==> src/rtl/core/s2efir_pkg.sv <==
// shared constants, types and output rounding for the stereo to eight channel fir bank
// no dependencies
package s2efir_pkg;

  localparam int TAPS    = 1024;
  localparam int FILTERS = 7;
  localparam int AW      = $clog2(TAPS);
  localparam int TW      = 24;
  localparam int SW      = 32;
  localparam int XW      = SW + 1;
  localparam int PW      = TW + XW;
  localparam int ACC_W   = PW + AW;

  localparam logic [1:0] SRC_LEFT  = 2'd0;
  localparam logic [1:0] SRC_RIGHT = 2'd1;
  localparam logic [1:0] SRC_SUM   = 2'd2;

  localparam logic OP_TAP    = 1'b0;
  localparam logic OP_SAMPLE = 1'b1;

  typedef logic signed [ACC_W-1:0] acc_t;
  typedef logic signed [SW-1:0]    smp_t;

  typedef struct packed {
    logic          clr;
    logic          mul;
    logic          acc;
    logic          rd;
    logic [AW-1:0] raddr;
    logic          we;
    logic [AW-1:0] waddr;
    logic [TW-1:0] wdata;
  } lane_ctl_t;

  function automatic logic [1:0] lane_source(input logic [2:0] lane);
    unique case (lane)
      3'd0, 3'd2, 3'd4: lane_source = SRC_LEFT;
      3'd1, 3'd3, 3'd5: lane_source = SRC_RIGHT;
      default:          lane_source = SRC_SUM;
    endcase
  endfunction

  // divide toward zero by 2^23 or 2^24, then saturate to int32
  function automatic smp_t finish(input acc_t a, input logic center);
    acc_t sh;
    logic frac;
    acc_t hi;
    acc_t lo;
    hi = acc_t'(32'sh7fffffff);
    lo = -acc_t'(64'sh80000000);
    sh   = center ? (a >>> 24) : (a >>> 23);
    frac = center ? (|a[23:0]) : (|a[22:0]);
    if (a[ACC_W-1] && frac) begin
      sh = sh + acc_t'(1);
    end
    if (sh > hi) begin
      finish = 32'sh7fffffff;
    end else if (sh < lo) begin
      finish = 32'sh80000000;
    end else begin
      finish = sh[SW-1:0];
    end
  endfunction

endpackage

==> src/rtl/core/s2efir_merge.sv <==
// merging stage: rounds and saturates the seven lane sums into seven of the eight channel result registers
// depends on s2efir_pkg
module s2efir_merge
  import s2efir_pkg::*;
(
  input  logic  clk_i,
  input  logic  load_i,
  input  acc_t  acc_i [FILTERS],
  output smp_t  chan_o [8]
);

  smp_t chan_q [8];

  always_ff @(posedge clk_i) begin
    if (load_i) begin
      chan_q[0] <= finish(acc_i[0], 1'b0);
      chan_q[1] <= finish(acc_i[1], 1'b0);
      chan_q[2] <= '0;
      chan_q[3] <= finish(acc_i[6], 1'b1);
      chan_q[4] <= finish(acc_i[2], 1'b0);
      chan_q[5] <= finish(acc_i[3], 1'b0);
      chan_q[6] <= finish(acc_i[4], 1'b0);
      chan_q[7] <= finish(acc_i[5], 1'b0);
    end
  end

  assign chan_o = chan_q;

endmodule
==> config.mk <==
export PLATFORM = sky130hd
export DESIGN_NAME = s2efir_merge
export DESIGN_NICKNAME = d
export VERILOG_FILES = /design/src/rtl/core/s2efir_pkg.sv /design/src/rtl/core/s2efir_merge.sv
export SDC_FILE = /design/constraint.sdc
export NUM_CORES = 1
export LEC_CHECK = 0
export ABC_AREA = 1
export BUFFER_PORTS_ARGS = -buffer_cell sky130_fd_sc_hd__buf_2
export CORE_AREA = 4 4 278 280
export CTS_CLUSTER_DIAMETER = 50
export DETAILED_ROUTE_END_ITERATION = 6
export DIE_AREA = 0 0 282 284
export PLACE_DENSITY = 0.55
export REMOVE_ABC_BUFFERS = 1
export SLEW_MARGIN = 10
export SYNTH_ARGS = -nofsm -noshare
export SYNTH_HDL_FRONTEND = slang
export SYNTH_SLANG_ARGS = --single-unit
==> constraint.sdc <==
create_clock -name clk_i -period 2.2 [get_ports clk_i]
set_input_delay 0.22 -clock clk_i [delete_from_list [all_inputs] [get_ports clk_i]]
set_output_delay 0.22 -clock clk_i [all_outputs]
set_load 0.05 [all_outputs]
==> results of run 1 <==
## routing by layer
metal  vias to the layer above  global-route usage, %  routed length (um)
met5                         -                      0                   0
met4                         0                   5.17                1960
met3                       108                   2.99                5020
met2                       743                   38.2               44400
met1                     11313                   28.0               40000
li1                      12958                      -                   -
## tightest hold or removal path, delay by kind of cell
family	cells	cell delay [ns]
XOR/XNOR	1	0.11
AND/OR/NAND/NOR	2	0.10
buffers and inverters	1	0.11
## worst paths after layout
path	end	from	slack, ns
max	chan_o[251]	acc_i[432]	0.20
min	chan_o[19]	acc_i[109]	0.07
## power by group
group | internal [W] | switching, W | total (W)
combinational | 0.00166 | 0.00329 | 0.00495
sequential | 0.00513 | 0.000157 | 0.00529
clock | 0.00428 | 0.00246 | 0.00674
## cell usage in the layout, fill, tap and decap left out, drive strengths merged
| cell | Yosys | final |
|---|---|---|
| buf | 85 | 1430 |
| nand2 | 1284 | 1284 |
| nor2 | 563 | 563 |
| inv | 323 | 333 |
| edfxtp | 224 | 224 |
| nand3 | 195 | 195 |
| xor2 | 142 | 142 |
| nor3 | 104 | 104 |
| xnor2 | 84 | 84 |
| nand4 | 79 | 79 |
| clkbuf | 16 | 47 |
| o21ai | 40 | 40 |
| conb | 1 | 32 |
| nand3b | 22 | 22 |
| a21oi | 13 | 13 |
| clkinv | 4 | 13 |
| diode | 0 | 12 |
| nor4 | 12 | 12 |
| ha | 7 | 7 |
| bufinv | 0 | 6 |
| clkinvlp | 0 | 5 |
| and2 | 5 | 5 |
| or2 | 5 | 5 |
| nor2b | 4 | 4 |
| a21boi | 2 | 2 |
| nor3b | 2 | 2 |
| a31oi | 2 | 2 |
| o211ai | 1 | 1 |
| o31ai | 1 | 1 |
| and3b | 1 | 1 |
| a21o | 1 | 1 |
| and3 | 1 | 1 |
## Yosys cell counts (13+ instances only)
| cell | n |
|---|---|
| nand3b_1 | 22 |
| a21oi_1 | 13 |
| xnor2_1 | 84 |
| buf_4 | 65 |
| nor2_1 | 549 |
| nand4_1 | 79 |
| o21ai_0 | 34 |
| inv_1 | 319 |
| edfxtp_1 | 224 |
| clkbuf_1 | 16 |
| nand2_2 | 15 |
| nand3_1 | 190 |
| nand2_1 | 1268 |
| nor3_1 | 95 |
| xor2_1 | 142 |
## timing repair
item                       CTS  global route
hold buffers                 0             0
resized for setup            0            34
setup endpoints to repair    0           186
## kinds of logic (layout without fill, tap and decap cells)
| kind of cell | count (synthesis) | in the layout | synth area share (%) |
|---|---|---|---|
| other cells | 1 | 44 | 0.0183 |
| xor+xnor | 226 | 226 | 9.65 |
| flops | 224 | 224 | 32.8 |
| compound gates | 60 | 60 | 1.58 |
| simple gates | 2277 | 2277 | 46.2 |
| buf+inv | 428 | 1834 | 9.35 |
| fa+ha+maj | 7 | 7 | 0.427 |
## metrics by stage
| step | cell area (um^2) | power [W] | setup WS (ns) |
|---|---|---|---|
| after floorplan | 19900 | 0.00787 | -0.718 |
| after global placement | 30400 | 0.0103 | -0.575 |
| after detailed placement | 30400 | 0.0103 | -0.559 |
| after CTS | 31800 | 0.0172 | 0.0505 |
| after global routing | 32000 | 0.0178 | 0.00235 |
| final | 32000 | 0.0170 | 0.195 |
## final cells by class
| class | instances | area (um^2) |
|---|---|---|
| diodes | 12 | 30.0 |
| clock buffers | 45 | 1060 |
| clock inverters | 30 | 394 |
| fillers | 7982 | 42400 |
| inverters | 327 | 1230 |
| multi-input cells | 2602 | 12100 |
| flip-flops and latches | 224 | 6730 |
| well taps | 969 | 1210 |
| repair buffers | 1432 | 9260 |
==> flow_summary.toml, run 1 <==
[setup_path]
worstPathRequired_ns = 2.52
crit_type = "in -> reg"
crit_slowest_cell = "xor2_1"
crit_fanout = 16
worst-path-buf-inv = 4
startpoint_type = "input pin"
cp_top_family = "simple AND/OR/NAND/NOR gates"
cpPeakStageDelay_ns = 0.36
crit_path_cell_trace = "buf_2, inv_1, buf_4, nor3_1, nand2_1, nor2_1, nand4_1, xor2_1, nand2_1, nor2_1, nand3_1, nand2_2, buf_12, nand2_1"
crit_cells = 14
cp_common_cell = "nand2_1"
end_kind = "flip-flop"
cp_data_arrival_time_ns = 2.32

[global_route]
grt_pass1_wl_um = 136000
grt_pass1_vias = 24149
grt_usage_pct = 21.7
grt_max_degree = 48
grt_overflow = 0
antenna_found_initial = 20

[cts]
clock-sinks = 224
post_cts_buffers = 0
cts-root-buf = "clkbuf_16"
cts.htree.levels = 2
clockBufferDepth = 3
cts_tree = "yes"
cts.clk_slew.worst_paths_ns = 0.05
cts_buffers = 41

[power_and_ir_drop]
p_leak_nw = 15.9
power.density_nw_per_um2 = 530
worst_ir_drop_vdd_v = 0.000493

[logic_synthesis]
ys.flop_type = "edfxtp_1"
netlist-cell-type-count = 48
ys_seq_area_share_pct = 32.8
ys_seq_elements = 224
syn-cell-area_um2 = 20500
synthTopCellsByArea = "edfxtp_1 33%, nand2_1 23%, nor2_1 10%, xor2_1 6.1%, inv_1 5.8%"
yosysWarnings = 0
synth_top_area_share_pct = 32.8
synth_edf_count = 224
netlist_instances = 3223
synth_top_area_cell = "edfxtp_1"
async_reset_ff_share_pct = 0
syn_avg_cell_area_um2 = 6.37

[die]
io_pins = 727
placementRows = 100
initial_core_util_pct = 27.6
fp.dieW_um = 282
die_area_um2 = 80100
die_height_um = 284
coreArea_um2 = 74400

[timing]
finalSetupViolCount = 0
hold_viol = 0
rsz0062_at_grt = "no"
period_needed_ns = 2.00
drv_slew = 0
fmax_mhz = 499
fin_crit_sh_pct = 91.1
slew-limit-headroom_pct = 66.1
setup_tns_ns = 0
worstMarginPinSlew_ns = 0.505
holdWs_ns = 0.0704

[layout]
stdcell_count = 5641
largest_reg_flops = 224
nNetsFinal = 5106
drive_above_1_share_pct = 33.9
fin_util_pct = 43.0
area_growth_pct = 56.1

[flow_run]
drv_cap = 0

[min_path]
holdCritPathClass = "in -> reg"
worstHoldPathCells = 4

[routing]
routed_via_density = 4.45
dr_total_vias = 25122
drc = 0
wirelength_um = 91400
dr.pass1.iters = 5
drtAntennaViolNets = 0
wire_per_inst_um = 16.2
drt-initial-drc-count = 1472

[outcome]
status = "complete, no violations"

[placement]
place_inst = 5552
port_buffers = 694
hpwl_um = 78600
globalplace.congestion = 0.959
Note: power is estimated with default switching activity, not from simulation.
==> inputs of run 2 (changes only) <==
Settings changed: ABC_AREA 1 to default, CORE_AREA 4 4 278 280 to 4 4 280 282, DIE_AREA 0 0 282 284 to 0 0 284 286, PLACE_DENSITY 0.55 to 0.48.
==> flow_summary.toml, run 2 <==
[timing]
period_needed_ns = 2.53
fin_crit_sh_pct = 115
hold_viol = 0
worstMarginPinSlew_ns = 0.708
layout_setup_ws_ns = -0.331
slew-limit-headroom_pct = 52.6
setup_tns_ns = -23.61
drv_slew = 0
fmax_mhz = 395
finalSetupViolCount = 129
rsz0062_at_grt = "yes"

[logic_synthesis]
ys.flop_type = "edfxtp_1"
synthTopCellsByCount = "224 x edfxtp_1, 141 x nand2_1, 141 x o21ai_0"
yosysWarnings = 0
synth_top_area_share_pct = 41.4
netlist_instances = 1807
ys_seq_elements = 224
synth_top_area_cell = "edfxtp_1"
yosysMostFrequentCell = "edfxtp_1"
netlist-cell-type-count = 82
ys_seq_area_share_pct = 41.4
syn-cell-area_um2 = 16300
async_reset_ff_share_pct = 0
synth_edf_count = 224
syn_avg_cell_area_um2 = 9.00
synthTopCellsByArea = "edfxtp_1 41%, xor2_1 6.6%, xnor2_1 5.4%, o21ai_0 4.3%, nand3_1 4.3%"

[setup_path]
end_kind = "flip-flop"
crit_type = "in -> reg"
cp_data_arrival_time_ns = 2.82
crit_fanout = 6
worstPathRequired_ns = 2.49
startpoint_type = "input pin"

[global_route]
grt_pass1_wl_um = 114000
antenna_found_initial = 12
grt_pass1_vias = 19476
grt_max_degree = 62
grt_overflow = 0
grt_usage_pct = 17.9

[power_and_ir_drop]
p_leak_nw = 12.0
power.density_nw_per_um2 = 544
finalPower_w = 0.0160
worst_ir_drop_vdd_v = 0.000393

[flow_run]
drv_cap = 0

[routing]
drc = 0
wirelength_um = 79100
routed_via_density = 4.69
wire_per_inst_um = 19.0
dr.pass1.iters = 5
drt-initial-drc-count = 841
dr_total_vias = 19503
drtAntennaViolNets = 0

[die]
initial_core_util_pct = 21.5
die_area_um2 = 81200
io_pins = 727
coreArea_um2 = 75700
placementRows = 101
fp.dieW_um = 284
die_height_um = 286

[layout]
final_cell_mix = "651 x buf_2, 611 x buf_4, 224 x edfxtp_1"
area_growth_pct = 80.8
drive_above_1_share_pct = 54.8
fin_util_pct = 38.9
largest_reg_flops = 224
layout_commonest_cell = "buf_2"
stdcell_count = 4162
nNetsFinal = 3628

[placement]
place_inst = 3999
hpwl_um = 61600
port_buffers = 694
globalplace.congestion = 0.898

[min_path]
holdCritPathClass = "in -> reg"

[cts]
cts-root-buf = "clkbuf_16"
cts.htree.levels = 2
cts_tree = "yes"
cts_buffers = 40
clockBufferDepth = 3
cts.clk_slew.worst_paths_ns = 0.06
clock-sinks = 224

[outcome]
violations = "negative setup slack"
status = "complete, but fails checks"
==> run 2: changes by cell type in the layout (fill, tap and decap cells not counted), moves of 39 or more <==
cell / before / now
buf_4: 719 / 611
inv_1: 319 / 43
a21oi_2: 0 / 62
buf_6: 1 / 55
o21ai_2: 1 / 81
nand3_1: 189 / 129
and3_1: 1 / 40
buf_2: 693 / 651
nand2_1: 1262 / 139
nor2_1: 537 / 116
==> run 2: kinds of logic after synthesis <==
logic type	after synthesis	synth area share, %
buffers and inverters	146	4.55
and+or+nand+nor	801	26.0
AOI/OAI and AO/OA	385	14.2
muxes	19	1.22
other	1	0.0231
xor gates and xnor gates	224	12.1
adders and majority gates	7	0.538
DFF	224	41.4
==> run 2: worst paths after layout <==
kind                   start     endpoint  slack (ns)  depth (start not counted)
hold / removal    acc_i[307]  chan_o[112]        0.05                          3
setup / recovery  acc_i[296]   chan_o[98]       -0.33                         12
==> run 2: report_power, final <==
part	switching (W)	internal, W	total [W]
Combinational	0.00300	0.00167	0.00468
Clock	0.00252	0.00357	0.00608
Sequential	0.000122	0.00513	0.00525
Total	0.00564	0.0104	0.0160
==> run 2: layer usage <==
metal / GRT usage (%) / wire (um)
met1: 21.1 / 31500
met2: 32.5 / 40400
met3: 4.52 / 5360
met4: 4.20 / 1780
met5: 0 / 68
==> run 2: what timing repair did <==
item	CTS	global route
hold buffers	0	0
setup buffers	42	29
gates cloned	16	10
setup endpoints to repair	189	217
endpoints found under the hold margin	0	0
gates resized for setup	184	324
pin swaps	35	78
==> run 2: area by class of cell <==
cell class | count | area (um^2)
Fill cell | 7739 | 46300
Multi-Input combinational cell | 1468 | 10400
Timing Repair Buffer | 1373 | 9610
Sequential cell | 224 | 6730
Tap cell | 978 | 1220
Clock buffer | 45 | 1020
Clock inverter | 28 | 270
Inverter | 43 | 161
Antenna cell | 3 | 7.51
==> run 2: per-stage QoR <==
step | cell area, um^2 | hold WS [ns] | worst slack, ns
after floorplan | 15800 | 0.332 | -2.04
after detailed placement | 25200 | 0.620 | -0.970
after CTS | 27900 | 0.00790 | -0.203
final | 29400 | 0.0490 | -0.331
after global placement | 25200 | 0.611 | -0.933
after global routing | 29400 | 0.0263 | -0.363
==> run 2: critical path, cell delays in order <==
cell,delay [ns]
buf_2,0.11
nand4_4,0.11
or4_4,0.54
a2111o_1,0.35
buf_6,0.15
or2_0,0.19
o22ai_1,0.13
nand4_1,0.20
o41ai_4,0.41
buf_6,0.20
buf_6,0.14
o31ai_1,0.06
